<file path="config.mk">
export PLATFORM = sky130hd
export DESIGN_NAME = hid_boot_report_key_events_flat
export DESIGN_NICKNAME = d
export VERILOG_FILES = /design/src/hw/rtl/hbk_pkg.sv /design/src/hw/rtl/hbk_if.sv /design/src/hw/rtl/hbk_eval.sv /design/src/hw/rtl/hbk_ctrl.sv /design/src/hw/rtl/hid_boot_report_key_events.sv /design/src/flat_wrapper.sv
export SDC_FILE = /design/constraint.sdc
export NUM_CORES = 1
export LEC_CHECK = 0
export BUFFER_PORTS_ARGS = -buffer_cell sky130_fd_sc_hd__buf_4
export CELL_PAD_IN_SITES_DETAIL_PLACEMENT = 1
export CELL_PAD_IN_SITES_GLOBAL_PLACEMENT = 2
export CORE_ASPECT_RATIO = 1.2
export CORE_MARGIN = 4
export CORE_UTILIZATION = 35
export DETAILED_ROUTE_END_ITERATION = 8
export GPL_ROUTABILITY_DRIVEN = 0
export PLACE_DENSITY_LB_ADDON = 0.1
export SYNTH_ARGS = -nofsm -noshare
export SYNTH_HDL_FRONTEND = slang
export SYNTH_SLANG_ARGS = --single-unit
export TNS_END_PERCENT = 100
</file>
<file path="constraint.sdc">
create_clock -name clk -period 4.5 [get_ports clk]
set_input_delay 0.675 -clock clk [delete_from_list [all_inputs] [get_ports clk]]
set_output_delay 0.675 -clock clk [all_outputs]
set_load 0.01 [all_outputs]
</file>
<file path="src/hw/rtl/hbk_pkg.sv">
// Shared types and constants for the HID boot keyboard report differencer.
package hbk_pkg;

    localparam int KEY_SLOTS = 6;
    localparam int MOD_COUNT = 8;
    localparam int MOD_W = 3;
    localparam int STEP_COUNT = MOD_COUNT + 2 * KEY_SLOTS;
    localparam int STEP_W = $clog2(STEP_COUNT);
    localparam int SLOT_W = (KEY_SLOTS > 1) ? $clog2(KEY_SLOTS) : 1;
    localparam int USAGE_W = 8;
    localparam int LEN_W = 13;
    localparam int APB_ADDR_W = 4;
    localparam int APB_DATA_W = 32;

    localparam logic [LEN_W-1:0] MIN_REPORT_BYTES = LEN_W'(8);
    localparam logic [USAGE_W-1:0] MOD_BASE = 8'hE0;

    localparam logic [LEN_W-1:0] RESET_REPORT_LENGTH = LEN_W'(8);
    localparam logic [USAGE_W-1:0] RESET_USAGE_MIN = 8'd4;
    localparam logic [USAGE_W-1:0] RESET_USAGE_MAX = 8'd231;

    typedef enum logic [1:0] {
        REG_REPORT_LENGTH = 2'd0,
        REG_USAGE_MIN     = 2'd1,
        REG_USAGE_MAX     = 2'd2
    } reg_idx_t;

    typedef logic [KEY_SLOTS-1:0][USAGE_W-1:0] slots_t;

    typedef struct packed {
        logic               short_report;
        logic [USAGE_W-1:0] usage_min;
        logic [USAGE_W-1:0] usage_max;
    } cfg_t;

    typedef struct packed {
        logic [STEP_W-1:0]  step;
        logic [USAGE_W-1:0] mods_prior;
        logic [USAGE_W-1:0] mods_cur;
        slots_t             keys_prior;
        slots_t             keys_cur;
        logic [USAGE_W-1:0] usage_min;
        logic [USAGE_W-1:0] usage_max;
    } eval_req_t;

    typedef struct packed {
        logic               hit;
        logic [USAGE_W-1:0] usage;
        logic               press;
    } eval_rsp_t;

    typedef struct packed {
        logic              busy;
        logic [STEP_W-1:0] step;
    } status_t;

endpackage

</file>
<file path="src/hw/rtl/hbk_if.sv">
// Handshake channel interfaces for reports and key events.
interface hbk_report_if;
    logic       valid;
    logic       ready;
    logic [7:0] modifier_bits;
    logic [7:0] key_slot_0;
    logic [7:0] key_slot_1;
    logic [7:0] key_slot_2;
    logic [7:0] key_slot_3;
    logic [7:0] key_slot_4;
    logic [7:0] key_slot_5;

    modport source (
        output valid, modifier_bits, key_slot_0, key_slot_1, key_slot_2,
               key_slot_3, key_slot_4, key_slot_5,
        input  ready
    );
    modport sink (
        input  valid, modifier_bits, key_slot_0, key_slot_1, key_slot_2,
               key_slot_3, key_slot_4, key_slot_5,
        output ready
    );
endinterface

interface hbk_event_if;
    logic       valid;
    logic       ready;
    logic [7:0] usage_code;
    logic       is_press;
    logic       last_event;

    modport source (
        output valid, usage_code, is_press, last_event,
        input  ready
    );
    modport sink (
        input  valid, usage_code, is_press, last_event,
        output ready
    );
endinterface

</file>
<file path="src/hw/rtl/hbk_eval.sv">
// Shared compare unit that decides whether one scan step yields a key event.
module hbk_eval (
    input  hbk_pkg::eval_req_t req,
    output hbk_pkg::eval_rsp_t rsp
);

    function automatic logic slots_hold(
        input hbk_pkg::slots_t                  slots,
        input logic [hbk_pkg::USAGE_W-1:0]      usage
    );
        logic found;
        found = 1'b0;
        for (int i = 0; i < hbk_pkg::KEY_SLOTS; i++)
        begin
            if (slots[i] == usage)
            begin
                found = 1'b1;
            end
        end
        return found && (usage != '0);
    endfunction

    logic [hbk_pkg::STEP_W-1:0]  old_off;
    logic [hbk_pkg::STEP_W-1:0]  new_off;
    logic [hbk_pkg::SLOT_W-1:0]  old_idx;
    logic [hbk_pkg::SLOT_W-1:0]  new_idx;
    logic [hbk_pkg::MOD_W-1:0]   bit_idx;
    logic [hbk_pkg::USAGE_W-1:0] old_u;
    logic [hbk_pkg::USAGE_W-1:0] new_u;
    logic                        old_in_range;
    logic                        new_in_range;

    always_comb
    begin
        old_off = req.step - hbk_pkg::STEP_W'(hbk_pkg::MOD_COUNT);
        new_off = req.step - hbk_pkg::STEP_W'(hbk_pkg::MOD_COUNT + hbk_pkg::KEY_SLOTS);
        old_idx = old_off[hbk_pkg::SLOT_W-1:0];
        new_idx = new_off[hbk_pkg::SLOT_W-1:0];
        bit_idx = req.step[hbk_pkg::MOD_W-1:0];
        old_u = req.keys_prior[old_idx];
        new_u = req.keys_cur[new_idx];
        old_in_range = (old_u >= req.usage_min) && (old_u <= req.usage_max);
        new_in_range = (new_u >= req.usage_min) && (new_u <= req.usage_max);

        if (req.step < hbk_pkg::STEP_W'(hbk_pkg::MOD_COUNT))
        begin
            rsp.hit = req.mods_prior[bit_idx] ^ req.mods_cur[bit_idx];
            rsp.usage = hbk_pkg::MOD_BASE + hbk_pkg::USAGE_W'(bit_idx);
            rsp.press = req.mods_cur[bit_idx];
        end
        else if (req.step < hbk_pkg::STEP_W'(hbk_pkg::MOD_COUNT + hbk_pkg::KEY_SLOTS))
        begin
            rsp.hit = (old_u != '0) && old_in_range && !slots_hold(req.keys_cur, old_u);
            rsp.usage = old_u;
            rsp.press = 1'b0;
        end
        else
        begin
            rsp.hit = (new_u != '0) && new_in_range && !slots_hold(req.keys_prior, new_u);
            rsp.usage = new_u;
            rsp.press = 1'b1;
        end
    end

endmodule

</file>
<file path="src/hw/rtl/hbk_ctrl.sv">
// Sequencer that scans one report, holds the stored report and drives events.
module hbk_ctrl (
    input  logic                 clk,
    input  logic                 rst_n,
    input  hbk_pkg::cfg_t        cfg,
    hbk_report_if.sink           report,
    hbk_event_if.source          key_event,
    output hbk_pkg::status_t     status
);

    typedef enum logic [2:0] {
        ST_IDLE  = 3'b001,
        ST_SCAN  = 3'b010,
        ST_FLUSH = 3'b100
    } state_t;

    state_t                      state_reg, state_next;
    logic [hbk_pkg::STEP_W-1:0]  step_reg, step_next;
    logic                        held_valid_reg, held_valid_next;
    logic [hbk_pkg::USAGE_W-1:0] held_usage_reg, held_usage_next;
    logic                        held_press_reg, held_press_next;
    logic                        out_valid_reg, out_valid_next;
    logic [hbk_pkg::USAGE_W-1:0] out_usage_reg, out_usage_next;
    logic                        out_press_reg, out_press_next;
    logic                        out_last_reg, out_last_next;
    logic [hbk_pkg::USAGE_W-1:0] prior_mods_reg, prior_mods_next;
    hbk_pkg::slots_t             prior_keys_reg, prior_keys_next;
    logic [hbk_pkg::USAGE_W-1:0] cur_mods_reg, cur_mods_next;
    hbk_pkg::slots_t             cur_keys_reg, cur_keys_next;

    hbk_pkg::eval_req_t          req;
    hbk_pkg::eval_rsp_t          rsp;
    logic                        out_free;
    hbk_pkg::slots_t             in_keys;

    assign in_keys = {report.key_slot_5, report.key_slot_4, report.key_slot_3,
                      report.key_slot_2, report.key_slot_1, report.key_slot_0};

    assign req.step = step_reg;
    assign req.mods_prior = prior_mods_reg;
    assign req.mods_cur = cur_mods_reg;
    assign req.keys_prior = prior_keys_reg;
    assign req.keys_cur = cur_keys_reg;
    assign req.usage_min = cfg.usage_min;
    assign req.usage_max = cfg.usage_max;

    hbk_eval u_eval (
        .req (req),
        .rsp (rsp)
    );

    assign out_free = !out_valid_reg || key_event.ready;

    always_comb
    begin
        state_next = state_reg;
        step_next = step_reg;
        held_valid_next = held_valid_reg;
        held_usage_next = held_usage_reg;
        held_press_next = held_press_reg;
        out_valid_next = out_valid_reg && !key_event.ready;
        out_usage_next = out_usage_reg;
        out_press_next = out_press_reg;
        out_last_next = out_last_reg;
        prior_mods_next = prior_mods_reg;
        prior_keys_next = prior_keys_reg;
        cur_mods_next = cur_mods_reg;
        cur_keys_next = cur_keys_reg;

        unique case (state_reg)
            ST_IDLE:
            begin
                if (report.valid && !cfg.short_report)
                begin
                    cur_mods_next = report.modifier_bits;
                    cur_keys_next = in_keys;
                    step_next = '0;
                    held_valid_next = 1'b0;
                    state_next = ST_SCAN;
                end
            end
            ST_SCAN:
            begin
                if (!(rsp.hit && held_valid_reg && !out_free))
                begin
                    if (rsp.hit)
                    begin
                        if (held_valid_reg)
                        begin
                            out_valid_next = 1'b1;
                            out_usage_next = held_usage_reg;
                            out_press_next = held_press_reg;
                            out_last_next = 1'b0;
                        end
                        held_valid_next = 1'b1;
                        held_usage_next = rsp.usage;
                        held_press_next = rsp.press;
                    end
                    if (step_reg == hbk_pkg::STEP_W'(hbk_pkg::STEP_COUNT - 1))
                    begin
                        state_next = ST_FLUSH;
                    end
                    else
                    begin
                        step_next = step_reg + 1'b1;
                    end
                end
            end
            ST_FLUSH:
            begin
                if (!held_valid_reg || out_free)
                begin
                    if (held_valid_reg)
                    begin
                        out_valid_next = 1'b1;
                        out_usage_next = held_usage_reg;
                        out_press_next = held_press_reg;
                        out_last_next = 1'b1;
                    end
                    held_valid_next = 1'b0;
                    prior_mods_next = cur_mods_reg;
                    prior_keys_next = cur_keys_reg;
                    state_next = ST_IDLE;
                end
            end
            default:
            begin
                state_next = ST_IDLE;
            end
        endcase
    end

    always_ff @(posedge clk or negedge rst_n)
    begin
        if (!rst_n)
        begin
            state_reg <= ST_IDLE;
            step_reg <= '0;
            held_valid_reg <= 1'b0;
            out_valid_reg <= 1'b0;
            prior_mods_reg <= '0;
            prior_keys_reg <= '0;
        end
        else
        begin
            state_reg <= state_next;
            step_reg <= step_next;
            held_valid_reg <= held_valid_next;
            out_valid_reg <= out_valid_next;
            prior_mods_reg <= prior_mods_next;
            prior_keys_reg <= prior_keys_next;
        end
    end

    always_ff @(posedge clk)
    begin
        held_usage_reg <= held_usage_next;
        held_press_reg <= held_press_next;
        out_usage_reg <= out_usage_next;
        out_press_reg <= out_press_next;
        out_last_reg <= out_last_next;
        cur_mods_reg <= cur_mods_next;
        cur_keys_reg <= cur_keys_next;
    end

    assign report.ready = (state_reg == ST_IDLE);
    assign key_event.valid = out_valid_reg;
    assign key_event.usage_code = out_usage_reg;
    assign key_event.is_press = out_press_reg;
    assign key_event.last_event = out_last_reg;
    assign status.busy = (state_reg != ST_IDLE);
    assign status.step = step_reg;

endmodule

</file>
<file path="src/hw/rtl/hid_boot_report_key_events.sv">
// Top level of the HID boot keyboard report differencer with its register port.
//
// The report channel takes one boot keyboard report: a modifier byte and six key
// slots. Each accepted report is compared with the one stored before it, and the
// key events it causes leave on the key_event channel: changed modifiers first,
// then released keys in old slot order, then pressed keys in new slot order. The
// final event of a report carries last_event; a report that changes nothing
// gives no event at all.
// A report is scanned in 20 steps by one shared compare unit, one step a cycle
// except while the event receiver stalls, then the flush state retires it.
// report.ready stays low from each report until it is retired and is high only
// between reports. Events pass through a one-entry output register; when the
// receiver stalls, the scan waits on that register and nothing is dropped.
// Reset clears the stored report to all zero and loads report_length 8,
// usage_min 4 and usage_max 231. With report_length below 8, reports are taken
// and dropped at once. The user must write the registers over the APB port only
// between reports; the block does not enforce this.
module hid_boot_report_key_events (
    input  logic                             clk,
    input  logic                             rst_n,
    input  logic                             psel,
    input  logic                             penable,
    input  logic                             pwrite,
    input  logic [hbk_pkg::APB_ADDR_W-1:0]   paddr,
    input  logic [hbk_pkg::APB_DATA_W-1:0]   pwdata,
    output logic [hbk_pkg::APB_DATA_W-1:0]   prdata,
    output logic                             pready,
    hbk_report_if.sink                       report,
    hbk_event_if.source                      key_event
);

    logic [hbk_pkg::LEN_W-1:0]   report_length_reg;
    logic [hbk_pkg::USAGE_W-1:0] usage_min_reg;
    logic [hbk_pkg::USAGE_W-1:0] usage_max_reg;
    hbk_pkg::reg_idx_t           reg_idx;
    logic                        cfg_write;
    hbk_pkg::cfg_t               cfg;
    hbk_pkg::status_t            status;

    assign pready = 1'b1;
    assign reg_idx = hbk_pkg::reg_idx_t'(paddr[3:2]);
    assign cfg_write = psel && penable && pwrite && pready;

    always_ff @(posedge clk or negedge rst_n)
    begin
        if (!rst_n)
        begin
            report_length_reg <= hbk_pkg::RESET_REPORT_LENGTH;
            usage_min_reg <= hbk_pkg::RESET_USAGE_MIN;
            usage_max_reg <= hbk_pkg::RESET_USAGE_MAX;
        end
        else if (cfg_write)
        begin
            unique case (reg_idx)
                hbk_pkg::REG_REPORT_LENGTH:
                begin
                    report_length_reg <= pwdata[hbk_pkg::LEN_W-1:0];
                end
                hbk_pkg::REG_USAGE_MIN:
                begin
                    usage_min_reg <= pwdata[hbk_pkg::USAGE_W-1:0];
                end
                hbk_pkg::REG_USAGE_MAX:
                begin
                    usage_max_reg <= pwdata[hbk_pkg::USAGE_W-1:0];
                end
                default:
                begin
                end
            endcase
        end
    end

    always_comb
    begin
        unique case (reg_idx)
            hbk_pkg::REG_REPORT_LENGTH: prdata = hbk_pkg::APB_DATA_W'(report_length_reg);
            hbk_pkg::REG_USAGE_MIN:     prdata = hbk_pkg::APB_DATA_W'(usage_min_reg);
            hbk_pkg::REG_USAGE_MAX:     prdata = hbk_pkg::APB_DATA_W'(usage_max_reg);
            default:                    prdata = '0;
        endcase
    end

    assign cfg.short_report = (report_length_reg < hbk_pkg::MIN_REPORT_BYTES);
    assign cfg.usage_min = usage_min_reg;
    assign cfg.usage_max = usage_max_reg;

    hbk_ctrl u_ctrl (
        .clk       (clk),
        .rst_n     (rst_n),
        .cfg       (cfg),
        .report    (report),
        .key_event (key_event),
        .status    (status)
    );

    // A report taken while report_length is below 8 must leave the block idle.
    a_short_drop: assert property (@(posedge clk) disable iff (!rst_n)
        report.valid && report.ready && cfg.short_report |=> !status.busy)
        else $error("short report started a scan");

    // A report taken normally starts its scan at the first step.
    a_scan_start: assert property (@(posedge clk) disable iff (!rst_n)
        report.valid && report.ready && !cfg.short_report
        |=> status.busy && (status.step == '0))
        else $error("scan did not start at step zero");

    // The scan step never runs past the last step.
    a_step_bound: assert property (@(posedge clk) disable iff (!rst_n)
        status.busy |-> status.step < hbk_pkg::STEP_W'(hbk_pkg::STEP_COUNT))
        else $error("scan step out of range");

endmodule
</file>
<file path="src/flat_wrapper.sv">
// flat-port wrapper written by rule: the top's interface ports become plain ports
module hid_boot_report_key_events_flat 
  (clk, rst_n, psel, penable, pwrite, paddr, pwdata, prdata, pready, report_valid, report_modifier_bits, report_key_slot_0, report_key_slot_1, report_key_slot_2, report_key_slot_3, report_key_slot_4, report_key_slot_5, report_ready, key_event_valid, key_event_usage_code, key_event_is_press, key_event_last_event, key_event_ready);
  hbk_report_if report_i ();
  hbk_event_if key_event_i ();
  input  logic clk;
  input  logic rst_n;
  input  logic psel;
  input  logic penable;
  input  logic pwrite;
  input  logic [hbk_pkg::APB_ADDR_W-1:0] paddr;
  input  logic [hbk_pkg::APB_DATA_W-1:0] pwdata;
  output logic [hbk_pkg::APB_DATA_W-1:0] prdata;
  output logic pready;
  input wire logic [$bits(report_i.valid)-1:0] report_valid;
  input wire logic [$bits(report_i.modifier_bits)-1:0] report_modifier_bits;
  input wire logic [$bits(report_i.key_slot_0)-1:0] report_key_slot_0;
  input wire logic [$bits(report_i.key_slot_1)-1:0] report_key_slot_1;
  input wire logic [$bits(report_i.key_slot_2)-1:0] report_key_slot_2;
  input wire logic [$bits(report_i.key_slot_3)-1:0] report_key_slot_3;
  input wire logic [$bits(report_i.key_slot_4)-1:0] report_key_slot_4;
  input wire logic [$bits(report_i.key_slot_5)-1:0] report_key_slot_5;
  output wire logic [$bits(report_i.ready)-1:0] report_ready;
  output wire logic [$bits(key_event_i.valid)-1:0] key_event_valid;
  output wire logic [$bits(key_event_i.usage_code)-1:0] key_event_usage_code;
  output wire logic [$bits(key_event_i.is_press)-1:0] key_event_is_press;
  output wire logic [$bits(key_event_i.last_event)-1:0] key_event_last_event;
  input wire logic [$bits(key_event_i.ready)-1:0] key_event_ready;
  assign report_i.valid = report_valid;
  assign report_i.modifier_bits = report_modifier_bits;
  assign report_i.key_slot_0 = report_key_slot_0;
  assign report_i.key_slot_1 = report_key_slot_1;
  assign report_i.key_slot_2 = report_key_slot_2;
  assign report_i.key_slot_3 = report_key_slot_3;
  assign report_i.key_slot_4 = report_key_slot_4;
  assign report_i.key_slot_5 = report_key_slot_5;
  assign report_ready = report_i.ready;
  assign key_event_valid = key_event_i.valid;
  assign key_event_usage_code = key_event_i.usage_code;
  assign key_event_is_press = key_event_i.is_press;
  assign key_event_last_event = key_event_i.last_event;
  assign key_event_i.ready = key_event_ready;
  hid_boot_report_key_events u_core (.clk(clk), .rst_n(rst_n), .psel(psel), .penable(penable), .pwrite(pwrite), .paddr(paddr), .pwdata(pwdata), .prdata(prdata), .pready(pready), .report(report_i), .key_event(key_event_i));
endmodule
</file>
==> flow_summary.yaml <==
outcome:
  status: "completed"
floorplan:
  die_y_um: 195
  core_area_mm2: 0.0287
  start_util_pct: 35.4
  die_x_um: 164
  dieArea_mm2: 0.0318
  core.rowCount: 68
  ios: 144
finish:
  finalNetCount: 1230
  final_util_pct: 46.2
  fillers: 3116
  synthToLayoutAreaGrowth_pct: 30.5
  layout-drive-gt1-share_pct: 41.0
  final_cells: 1496
sta:
  period_share_pct: 98.0
  whs_ns: 0.276
  timing.fmax_mhz: 227
  setup_viol: 0
  hold_violations: 0
  max_slew_margin_pct: 28.0
  timing.final.ws_setup_ns: 0.0896
  fin_skew_ns: 0.0120
  worstMarginPinSlew_ns: 1.07
  fin_crit_ns: 4.41
  drv_slew: 0
grt:
  overflow: 0
  grt_first_pass_wirelength_um: 51100
  grt.total_usage_pct: 21.5
  grt_max_degree: 58
  antenna_found_initial: 0
  grt_pass1_vias: 8028
clock_tree:
  clk_pin_slew_ns: 0.07
  cts_tree: "done"
  cts-root-buf: "clkbuf_16"
  clockBufferDepth: 2
  clock_latency_ns: 0.45
  cts_buffers: 17
  clock-sinks: 170
  cts_max_level: 4
synth:
  syn_area_mm2: 0.0102
  yosys-top-cells-area: "edfxtp_1 22%, dfrtp_1 21%, mux2_2 12%"
  synthFlopType: "dfrtp_1"
  synth_edf_count: 75
  yosysMostFrequentCell: "mux2_2"
  yosys_warnings: 0
  synth-seq-cells: 170
  avgSynthCellArea_um2: 11.4
  synth_largest_area_cell: "edfxtp_1"
  yosysSeqAreaShare_pct: 45.7
  ys_types: 72
  yosys.area.top_type_share_pct: 22.2
  ys_top_cells_by_count: "104 x mux2_2, 86 x dfrtp_1, 75 x edfxtp_1"
  syn_inst: 889
  synthArstFlopShare_pct: 55.9
critical_path:
  cp_max_fo: 5
  cp.required_ns: 4.67
  crit_path_start_kind: "flip-flop"
  criticalPathCategory: "reg -> reg"
  arrival_ns: 4.58
  end_kind: "flip-flop"
power:
  power.leakage_uw: 0.00566
  power_density_mw_per_mm2: 409
  p_total_uw: 5420
  ir_drop_v: 0.000243
drt:
  viasPerCell: 5.28
  drc_errors: 0
  wl_per_cell_um: 23.1
  first_pass_iters: 6
  drt.antenna.violating_nets: 0
  vias: 7893
  drt_iter0_markers: 524
  wl_um: 34500
min_path:
  min_path_type: "in -> async"
job:
  drv_cap: 0
place:
  dp_hpwl_um: 26300
  dp_cells: 1427
  portBuffers: 102
  pre_cts_ws_ns: -0.112
==> final cells by class <==
type                    instances  area (um^2)  area share (%)
clock buffers                  18          439            3.31
diodes                          1         2.50          0.0189
inverters                      38          145            1.09
multi-input cells             634         5390            40.7
clock inverters                14          184            1.39
flip-flops and latches        170         4640            35.0
well taps                     385          482            3.63
repair buffers                236         1970            14.9
==> power by group <==
part | switching (uW) | total (uW) | internal, uW
Clock | 683 | 1590 | 904
Sequential | 170 | 2050 | 1880
Combinational | 943 | 1790 | 849
Total | 1800 | 5420 | 3630
==> layer usage <==
layer	up-vias	part of all wire, %	global-route usage [%]
met5	-	0	0
met4	0	3.7	8.67
met3	67	4.7	3.90
met2	235	51	36.5
met1	3911	41	27.1
li1	3680	-	-
==> per-stage QoR <==
step | setup TNS (ns) | area, um^2
final | 0 | 13300
after global routing | -0.664 | 13300
after CTS | 0 | 12800
after detailed placement | -1.02 | 11900
after global placement | -1.85 | 11900
after floorplan | 0 | 10200
==> worst max-delay path, stage by stage (launching register included) <==
cell      delay, ns
dfrtp_2        0.51
buf_12         0.17
buf_12         0.11
buf_6          0.12
mux2_2         0.35
a222oi_1       0.35
buf_4          0.19
inv_1          0.06
ha_1           0.31
nand4_1        0.10
mux2i_1        0.18
a21oi_2        0.05
or4_4          0.52
nor4b_4        0.38
nor3_2         0.09
o31a_1         0.35
nor2_4         0.15
buf_4          0.15
==> final timing paths <==
check	depth (start not counted)	from	end	slack (ns)
max in group asynchronous	2	rst_n	u_core.u_ctrl.prior_keys_reg[30]	3.14
min in group clk	1	report_key_slot_0[4]	u_core.u_ctrl.cur_keys_reg[4]	0.40
min reg2reg	0	u_core.u_ctrl.held_usage_reg[6]	u_core.u_ctrl.key_event.usage_code[6]	0.42
max reg2reg	17	u_core.u_ctrl.step_reg[0]	u_core.u_ctrl.key_event.usage_code[0]	0.09
max	17	u_core.u_ctrl.step_reg[0]	u_core.u_ctrl.key_event.usage_code[0]	0.09
min	1	rst_n	u_core.report_length_reg[10]	0.28
==> timing repair <==
| item | CTS | global route |
|---|---|---|
| hold endpoints to repair | 0 | 0 |
| hold buffers | 0 | 0 |
| gates cloned | 4 | 0 |
| buffers inserted | 9 | 24 |
| pin swaps | 11 | 30 |
| gates resized for setup | 17 | 62 |
| endpoints found under the setup margin | 22 | 28 |
==> cells by family (layout without fill, tap and decap cells) <==
logic type / after synthesis / in the layout / synth area share (%)
AND/OR/NAND/NOR: 184 / 184 / 9.37
AO/OA/AOI/OAI: 171 / 171 / 11.9
flip-flops: 170 / 170 / 45.7
multiplexers: 143 / 143 / 16.7
buffers and inverters: 103 / 306 / 5.06
XOR/XNOR: 82 / 82 / 7.07
adder cells (fa/ha/maj): 34 / 34 / 4.19
other: 2 / 21 / 0.0739
==> cells in the final DEF, fill, tap and decap left out, types with 8 or more instances in the layout <==
master and count:
o21a_1 9, mux4_2 11, nand4_1 15, xnor2_1 26
o22ai_1 8, dfrtp_1 84, a22oi_1 9, mux2i_1 27
dfstp_2 9, inv_1 32, a222oi_1 8, clkbuf_16 17
a21oi_1 26, nor4_1 13, buf_4 216, nor3_1 10
ha_4 11, nor2_1 29, o21ai_0 35, edfxtp_1 75
conb_1 20, buf_12 8, mux2_2 97, ha_1 22
a22o_1 8, xor2_1 56, nand3_1 12, nand2_1 51
buf_6 8, nor2b_1 9
No activity file was read; power rests on OpenSTA's default activity.
